[src/het_pkg.sv]
// Package for the hysteresis edge trigger: widths, reset values and register indexes.
package het_pkg;

   localparam int MAX_LEN  = 4096;
   localparam int CNT_W    = $clog2(MAX_LEN + 1);
   localparam int POS_W    = 12;
   localparam int SAMPLE_W = 16;
   localparam int THR_W    = 15;
   localparam int HYS_W    = 12;
   localparam int BOUND_W  = SAMPLE_W + 1;
   localparam int CSR_IDX_W  = 2;
   localparam int CSR_DATA_W = THR_W;
   localparam int REQ_DATA_W = 16;
   localparam int RSP_DATA_W = 16;

   localparam logic [CSR_IDX_W-1:0] REG_THRESHOLD  = 2'd0;
   localparam logic [CSR_IDX_W-1:0] REG_HYSTERESIS = 2'd1;
   localparam logic [CSR_IDX_W-1:0] REG_SLOPE      = 2'd2;
   localparam logic [CSR_IDX_W-1:0] REG_DIRECTION  = 2'd3;

   localparam logic [THR_W-1:0] THRESHOLD_RST  = 15'd2048;
   localparam logic [HYS_W-1:0] HYSTERESIS_RST = 12'd16;
   localparam logic             SLOPE_RST      = 1'b1;
   localparam logic             DIRECTION_RST  = 1'b0;

   typedef struct packed {
      logic             found;
      logic [POS_W-1:0] position;
   } result_type;

endpackage

[src/hysteresis_edge_trigger.sv]
// Hysteresis edge trigger: per-sample arm/fire tracking with a registered result and skid stage.
//
//   channel | dir | handshake          | beat contents
//   req     | in  | tvalid/tready      | tdata: sample[15:0]; tlast: last sample of record
//   rsp     | out | tvalid/tready      | tdata: found[0], position[12:1], zero[15:13]
//   csr     | in  | csr_we             | csr_index selects register, csr_wdata value
//
// One sample per clock unless req stalls; an in-range sample updates trigger state when taken.
// The result of a record is registered on its last beat, in the output or skid register.
// A skid register holds a second result, so req stalls only when both are occupied.
// Reset clears the record state and loads the register defaults.
module hysteresis_edge_trigger
   import het_pkg::*;
(
   input  logic                  clock,
   input  logic                  reset,
   input  logic                  req_tvalid,
   output logic                  req_tready,
   input  logic [REQ_DATA_W-1:0] req_tdata,   // sample[15:0]
   input  logic                  req_tlast,
   output logic                  rsp_tvalid,
   input  logic                  rsp_tready,
   output logic [RSP_DATA_W-1:0] rsp_tdata,   // found[0], position[12:1], zero pad
   input  logic                  csr_we,
   input  logic [CSR_IDX_W-1:0]  csr_index,
   input  logic [CSR_DATA_W-1:0] csr_wdata
);

   logic [THR_W-1:0] threshold_ff;
   logic [HYS_W-1:0] hysteresis_ff;
   logic             slope_ff;
   logic             direction_ff;

   logic [CNT_W-1:0] cnt_ff, cnt_in;
   logic             armed_ff, armed_in;
   logic             fwd_found_ff, fwd_found_in;
   logic [POS_W-1:0] fwd_index_ff, fwd_index_in;
   logic             opp_valid_ff, opp_valid_in;
   logic [POS_W-1:0] opp_index_ff, opp_index_in;
   logic             rev_valid_ff, rev_valid_in;
   logic [POS_W-1:0] rev_index_ff, rev_index_in;

   logic             out_valid_ff, out_valid_in;
   result_type       out_ff, out_in;
   logic             skid_valid_ff, skid_valid_in;
   result_type       skid_ff, skid_in;

   logic               req_beat, rsp_beat, new_result;
   logic [BOUND_W-1:0] upper, lower, sample_ext;
   logic               arm_side, fire_side, in_range;
   logic [POS_W-1:0]   idx;
   result_type         result;

   // configuration registers
   always_ff @(posedge clock) begin
      if (reset) begin
         threshold_ff  <= THRESHOLD_RST;
         hysteresis_ff <= HYSTERESIS_RST;
         slope_ff      <= SLOPE_RST;
         direction_ff  <= DIRECTION_RST;
      end else if (csr_we) begin
         unique case (csr_index)
            REG_THRESHOLD:  threshold_ff  <= csr_wdata[THR_W-1:0];
            REG_HYSTERESIS: hysteresis_ff <= csr_wdata[HYS_W-1:0];
            REG_SLOPE:      slope_ff      <= csr_wdata[0];
            REG_DIRECTION:  direction_ff  <= csr_wdata[0];
            default: ;
         endcase
      end
   end

   assign req_tready = !skid_valid_ff;
   assign req_beat   = req_tvalid && req_tready;
   assign rsp_beat   = rsp_tvalid && rsp_tready;

   // bounds without wrap, 17-bit signed
   assign upper = BOUND_W'(threshold_ff) + BOUND_W'(hysteresis_ff);
   assign lower = BOUND_W'(threshold_ff) - BOUND_W'(hysteresis_ff);
   assign sample_ext = {req_tdata[SAMPLE_W-1], req_tdata[SAMPLE_W-1:0]};

   assign arm_side  = slope_ff ? ($signed(sample_ext) <= $signed(lower))
                               : ($signed(sample_ext) >= $signed(upper));
   assign fire_side = slope_ff ? ($signed(sample_ext) >= $signed(upper))
                               : ($signed(sample_ext) <= $signed(lower));
   assign in_range  = cnt_ff < CNT_W'(MAX_LEN);
   assign idx       = cnt_ff[POS_W-1:0];

   always_comb begin
      cnt_in       = cnt_ff;
      armed_in     = armed_ff;
      fwd_found_in = fwd_found_ff;
      fwd_index_in = fwd_index_ff;
      opp_valid_in = opp_valid_ff;
      opp_index_in = opp_index_ff;
      rev_valid_in = rev_valid_ff;
      rev_index_in = rev_index_ff;
      if (req_beat && in_range) begin
         if (!fwd_found_ff) begin
            armed_in = armed_ff || arm_side;
            if (armed_in && fire_side) begin
               fwd_found_in = 1'b1;
               fwd_index_in = idx;
            end
         end
         if (cnt_ff != '0) begin
            if (arm_side) begin
               opp_valid_in = 1'b1;
               opp_index_in = idx;
            end
            if (fire_side) begin
               rev_valid_in = opp_valid_in;
               rev_index_in = opp_index_in;
            end
         end
         cnt_in = cnt_ff + 1'b1;
      end
      result.found    = direction_ff ? rev_valid_in : fwd_found_in;
      result.position = result.found ? (direction_ff ? rev_index_in : fwd_index_in) : '0;
      new_result      = req_beat && req_tlast;
   end

   // output register and skid
   always_comb begin
      out_valid_in  = out_valid_ff;
      out_in        = out_ff;
      skid_valid_in = skid_valid_ff;
      skid_in       = skid_ff;
      if (rsp_beat) begin
         out_valid_in  = skid_valid_ff;
         out_in        = skid_ff;
         skid_valid_in = 1'b0;
      end
      if (new_result) begin
         if (!out_valid_in) begin
            out_valid_in = 1'b1;
            out_in       = result;
         end else begin
            skid_valid_in = 1'b1;
            skid_in       = result;
         end
      end
   end

   always_ff @(posedge clock) begin
      if (reset || new_result) begin
         cnt_ff       <= '0;
         armed_ff     <= 1'b0;
         fwd_found_ff <= 1'b0;
         fwd_index_ff <= '0;
         opp_valid_ff <= 1'b0;
         opp_index_ff <= '0;
         rev_valid_ff <= 1'b0;
         rev_index_ff <= '0;
      end else begin
         cnt_ff       <= cnt_in;
         armed_ff     <= armed_in;
         fwd_found_ff <= fwd_found_in;
         fwd_index_ff <= fwd_index_in;
         opp_valid_ff <= opp_valid_in;
         opp_index_ff <= opp_index_in;
         rev_valid_ff <= rev_valid_in;
         rev_index_ff <= rev_index_in;
      end
   end

   always_ff @(posedge clock) begin
      if (reset) begin
         out_valid_ff  <= 1'b0;
         skid_valid_ff <= 1'b0;
      end else begin
         out_valid_ff  <= out_valid_in;
         skid_valid_ff <= skid_valid_in;
      end
      out_ff  <= out_in;
      skid_ff <= skid_in;
   end

   assign rsp_tvalid = out_valid_ff;
   assign rsp_tdata  = RSP_DATA_W'({out_ff.position, out_ff.found});

   // checks
   a_skid_needs_out: assert property (@(posedge clock) disable iff (reset)
      skid_valid_ff |-> out_valid_ff)
      else $error("skid holds a result while output register is empty");

   a_no_pos_when_missing: assert property (@(posedge clock) disable iff (reset)
      (out_valid_ff && !out_ff.found) |-> (out_ff.position == '0))
      else $error("position nonzero without a found edge");

   a_cnt_bound: assert property (@(posedge clock) disable iff (reset)
      cnt_ff <= CNT_W'(MAX_LEN))
      else $error("sample count past record limit");

   a_clear_after_last: assert property (@(posedge clock) disable iff (reset)
      new_result |=> (cnt_ff == '0 && !armed_ff && !opp_valid_ff && out_valid_ff))
      else $error("record state not cleared or result missing after last beat");

endmodule
[config.mk]
export PLATFORM = sky130hd
export DESIGN_NAME = hysteresis_edge_trigger
export DESIGN_NICKNAME = d
export VERILOG_FILES = /design/src/het_pkg.sv /design/src/hysteresis_edge_trigger.sv
export SDC_FILE = /design/constraint.sdc
export NUM_CORES = 1
export LEC_CHECK = 0
export BUFFER_PORTS_ARGS = -buffer_cell sky130_fd_sc_hd__buf_2
export CAP_MARGIN = 20
export CORE_ASPECT_RATIO = 1.1
export CORE_MARGIN = 5
export CORE_UTILIZATION = 40
export CTS_BUF_LIST = sky130_fd_sc_hd__clkbuf_4
export DETAILED_ROUTE_END_ITERATION = 10
export PLACE_DENSITY_LB_ADDON = 0.3
export SLEW_MARGIN = 20
export SYNTH_ARGS = -nofsm -noshare
export SYNTH_HDL_FRONTEND = slang
export SYNTH_SLANG_ARGS = --single-unit
[constraint.sdc]
create_clock -name clock -period 6 [get_ports clock]
set_input_delay 0.9 -clock clock [delete_from_list [all_inputs] [get_ports clock]]
set_output_delay 0.9 -clock clock [all_outputs]
set_load 0.02 [all_outputs]
* Word-level counts from Yosys, hierarchy flattened
Index checks and enable logic that the tools add are counted.
** Word-level totals
- Bits in registers :: 110
- Input bits :: 39
- Output and inout bits :: 18
- Memories :: 0
- Memory bits (read-only) :: 0
- Bits in writable memories :: 0
- Latch bits :: 0
- Logic and storage cells :: 72
** Operators by class
- Equal/unequal tests :: 3
- Reductions and logical operators :: 17
- Divide/modulo/power cells :: 0
- Multiply operators :: 0
- $lt $le $gt $ge :: 3
- Shift operators :: 0
- Multiplexer cells :: 27
- Add/subtract/negate cells :: 3
- Bitwise gates (word level) :: 1
** Operator list (number)
- 12-bit two-way mux :: 9
- 13-bit two-way mux :: 3
- 16-bit by 17-bit >= comparator with 1-bit output :: 1
- 15-bit by 12-bit adder with 16-bit output :: 1
- 16-bit <= comparator :: 1
- 15-bit by 12-bit subtractor with 16-bit output :: 1
- 1-bit two-way mux :: 15
- 2-bit AND reduction :: 7
- 13-bit by 1-bit adder with 13-bit output (second input constant) :: 1
- 13-bit less-than comparator (second input constant) :: 1
- 13-bit nonzero test :: 1
- 1-bit logical AND :: 5
- 2-bit equality test (second input constant) :: 2
- 2-bit by 1-bit equality test with 1-bit output (second input constant) :: 1
- 2-bit zero test :: 1
- 1-bit logical OR :: 2
- 1-bit zero test :: 1
- 1-bit inverter :: 1

* Longest topological paths before layout
- Depth after elaboration :: 12
- Mapped depth :: 23
- Depth with buffers taken out :: 22

* Worst setup path after synthesis
OpenSTA, ideal clock, no wires.
- Kind :: flip-flop to flip-flop
- Start :: reg hysteresis_ff[1]
- End :: reg skid_ff[10] (netlist name) (data pin)
- Data required time :: 5.729 ns
- Setup time :: 0.271 ns
- Slack :: 1.021 ns
- Clock period less this slack :: 4.979 ns
- Path buffers :: 1
- Arrival :: 4.708 ns
- Cell stages (with the launch flop) :: 22
- Cells stage by stage :: dfxtp_1 -> inv_1 -> ha_1 -> nor2b_1 -> o21ai_0 -> a21boi_0 -> o21ai_0 -> a21oi_1 -> o21a_1 -> o31ai_1 -> a21boi_0 -> a211o_1 -> ha_1 -> nand4_1 -> nor2_1 -> a221o_1 -> o311a_4 -> o32ai_1 -> nand2_1 -> clkbuf_1 -> o211ai_1 -> a22oi_1
** RTL lines
- start, declared :: RTL line hysteresis_edge_trigger.sv:30 : logic [HYS_W-1:0] hysteresis_ff;
- start signal, assigned :: RTL line hysteresis_edge_trigger.sv:64 : REG_HYSTERESIS: hysteresis_ff <= csr_wdata[HYS_W-1:0];
- end signal, assigned :: RTL line hysteresis_edge_trigger.sv:175 : skid_ff <= skid_in;
- end, declared :: RTL line hysteresis_edge_trigger.sv:46 : result_type skid_ff, skid_in;

==> flow_metrics.env <==
export IMPL_postRouteAntennaNets=0
export IMPL_dp_cells=1002
export IMPL_p_leak_nw=2.765
export IMPL_max_slew_margin_pct=28.63
export IMPL_netlist_area_leader_share_pct=29.62
export IMPL_cts_htree_levels=3
export IMPL_drv_cap=0
export IMPL_drt_pass1_iterations=7
export IMPL_overflow=0
export IMPL_finalCritPeriodShare_pct=92.16
export IMPL_yosysUniqueCellTypes=64
export IMPL_critPathKind="reg2reg"
export IMPL_synthTopCellsByArea="dfxtp_1 (30%), ha_1 (11%), edfxtp_1 (6.0%), nand2_1 (5.3%), a21oi_1 (5.2%)"
export IMPL_start_kind="register"
export IMPL_path_clk_slew_ns=0.18
export IMPL_row_count=49
export IMPL_cpLargestDelayFamily="compound AO/OA/AOI/OAI gates"
export IMPL_fmax_mhz=180.8
export IMPL_synthCells=771
export IMPL_critPathCaptureType="register"
export IMPL_cts_root_buf="clkbuf_4"
export IMPL_period_minus_slack_ns=5.530
export IMPL_rsz0062_at_grt="false"
export IMPL_antenna_found_initial=1
export IMPL_via_count=5610
export IMPL_nets=912
export IMPL_cts_buffers=9
export IMPL_drive_gt1_share_pct=12.62
export IMPL_port_buffers=53
export IMPL_cp_max_fo=10
export IMPL_dp_hpwl_um=12100
export IMPL_yosysTopAreaCell="dfxtp_1"
export IMPL_syn_area_per_cell_um2=8.502
export IMPL_drcViolationCount=0
export IMPL_finalWirelength_um=15870
export IMPL_status="complete, no violations"
export IMPL_slowest_stage="o311ai_4"
export IMPL_yosys_warnings=0
export IMPL_max_slew_worst_pin_slew_ns=1.071
export IMPL_fill_cells=1619
export IMPL_wl_per_cell_um=15.54
export IMPL_core_area_um2=16250
export IMPL_setup_tns_ns=0
export IMPL_grt_pass1_vias=5297
export IMPL_area_delta_synth_final_pct=9.467
export IMPL_arrival_ns=5.76
export IMPL_dieHeight_um=144.3
export IMPL_synth_area_um2=6555
export IMPL_dr_first_iter_drc_count=238
export IMPL_clockBufferDepth=2
export IMPL_die_area_um2=19050
export IMPL_ys_seq_elements=110
export IMPL_track_usage_pct=16.30
export IMPL_hp_class="reg2reg"
export IMPL_ys_seq_area_share_pct=35.58
export IMPL_ys_flop_type="dfxtp_1"
export IMPL_worstPathCellList="inv_1 > ha_1 > nor2b_1 > o21ai_0 > a21boi_0 > o21ai_0 > a21oi_1 > o21a_1 > o31ai_1 > a21boi_0 > a211o_1 > ha_1 > nand4_1 > nor2_1 > a221o_1 > o311a_4 > o311ai_4 > mux2i_1 > o211ai_1 > o31ai_1 > nor2b_1"
export IMPL_cpPeakStageDelay_ns=0.61
export IMPL_finClkSkew_ns=0.03086
export IMPL_cts_sink_count=110
export IMPL_finalSetupViolations=0
export IMPL_crit_buf_inv=1
export IMPL_grt_pass1_wl_um=25900
export IMPL_avgViaCountPerCell=5.495
export IMPL_die_w_um=132.1
export IMPL_gp_congestion=0.8425
export IMPL_cts_tree="built"
export IMPL_vdd_drop_max_v=0.0001020
export IMPL_insertion_delay_ns=0.46
export IMPL_powerDensity_nw_per_um2=208.1
export IMPL_synth_edf_count=13
export IMPL_async_flop_share_pct=0
export IMPL_initial_core_util_pct=40.35
export IMPL_ios=57
export IMPL_hold_viol=0
export IMPL_final_cells=1021
export IMPL_slew_violations=0
export IMPL_grt_max_degree=54
export IMPL_required_ns=6.23
## tightest hold or removal path: cells and delay by family, from the launching register on
family / cells / cell delay [ns]
compound gates: 1 / 0.05
flops: 1 / 0.34
simple gates: 1 / 0.05
## cell usage in the layout (no fill, tap or decap), types with 12 or more instances in the layout
cell type  netlist  routed
dfxtp_1         97      96
nand2_1         92      91
a21oi_1         68      68
nor2_1          63      63
ha_1            59      59
buf_2            3      53
inv_1           37      37
o21ai_0         30      30
nand3_1         24      24
a211oi_1        24      24
xnor2_1         21      21
and3_1          19      19
mux2i_1         14      14
o211ai_1        13      13
edfxtp_1        13      13
buf_4            3      12
## area by class of cell
cell class	count	area (um2)	share of cell area (%)
Multi-Input combinational cell	587	3960	55.19
Sequential cell	110	2333	32.52
Timing Repair Buffer	65	355.3	4.952
Tap cell	204	255.2	3.557
Inverter	39	146.4	2.040
Clock buffer	9	67.56	0.9416
Clock inverter	6	55.05	0.7672
Antenna cell	1	2.502	0.03487
## synth_stat cells, types with 6 or more instances
library cell / n
dfxtp_1: 97
nand2_1: 92
a21oi_1: 68
nor2_1: 63
ha_1: 59
inv_1: 37
clkbuf_1: 31
o21ai_0: 30
a211oi_1: 24
nand3_1: 24
xnor2_1: 21
and3_1: 19
mux2i_1: 14
edfxtp_1: 13
o211ai_1: 13
a21boi_0: 11
xor2_1: 11
nor2b_1: 9
o31ai_1: 9
nand2b_1: 8
nor3_1: 8
a221oi_1: 7
a22oi_1: 7
o21bai_1: 7
o22a_1: 7
nand4_1: 6
o21ba_2: 6
## timing repair
| item | CTS | global route |
|---|---|---|
| setup buffers | 0 | 3 |
| gates resized for setup | 0 | 6 |
| endpoints found under the setup margin | 0 | 32 |
| hold buffers | 0 | 0 |
## cell families (layout without fill, tap and decap cells)
logic type / Yosys count / after routing / synth area share (%)
AND/OR/NAND/NOR: 254 / 254 / 18.11
AO/OA/AOI/OAI: 223 / 223 / 23.38
flip-flops: 110 / 110 / 35.58
buffers and inverters: 76 / 119 / 4.581
adder cells (fa/ha/maj): 61 / 61 / 11.87
XOR/XNOR: 32 / 32 / 4.276
multiplexers: 14 / 14 / 2.138
other: 1 / 4 / 0.05721
## metrics by stage
stage	hold WS (ns)	total power [mW]	setup slack, ns	util [%]	area, um2
after global routing	0.4867	1.583	0.02295	44.17	7176
after floorplan	0.4357	1.055	1.021	-	6563
after detailed placement	0.4466	1.162	0.1998	43.11	7004
final	0.4676	1.493	0.4702	44.17	7176
after global placement	0.4457	1.162	0.3263	43.11	7004
after CTS	0.4676	1.508	0.1876	43.87	7127
## layer usage
| metal | GRT usage, % | up-vias | share of wire (%) |
|---|---|---|---|
| li1 | - | 2857 | - |
| met1 | 20.51 | 2629 | 45 |
| met2 | 29.05 | 103 | 50 |
| met3 | 2.401 | 21 | 3.6 |
| met4 | 4.873 | 0 | 1.9 |
| met5 | 0 | - | 0 |
## state kept, by name, indices dropped and copies added, names as in the netlist
signal         cells
threshold_ff      15
cnt_ff            13
rsp_tdata         13
skid_ff           13
fwd_index_ff      12
hysteresis_ff     12
opp_index_ff      12
rev_index_ff      12
armed_ff           1
direction_ff       1
fwd_found_ff       1
opp_valid_ff       1
rev_valid_ff       1
rsp_tvalid         1
skid_valid_ff      1
slope_ff           1
## report_power, final
| group | internal [mW] | switching, mW | leakage [nW] | total, mW |
|---|---|---|---|---|
| Sequential | 0.772 | 0.0229 | 0.898 | 0.795 |
| Combinational | 0.140 | 0.214 | 1.80 | 0.355 |
| Clock | 0.0911 | 0.252 | 0.0625 | 0.343 |
| Total | 1.00 | 0.489 | 2.77 | 1.49 |
## path summary, 6_finish.rpt
path | from | depth (start not counted) | slack (ns) | endpoint
max reg2reg | hysteresis_ff[1] | 21 | 0.47 | skid_ff[2]
min reg2reg | opp_index_ff[0] | 2 | 0.47 | opp_index_ff[0]
min | opp_index_ff[0] | 2 | 0.47 | opp_index_ff[0]
max | hysteresis_ff[1] | 21 | 0.47 | skid_ff[2]
No activity file was read; power rests on OpenSTA's default activity.
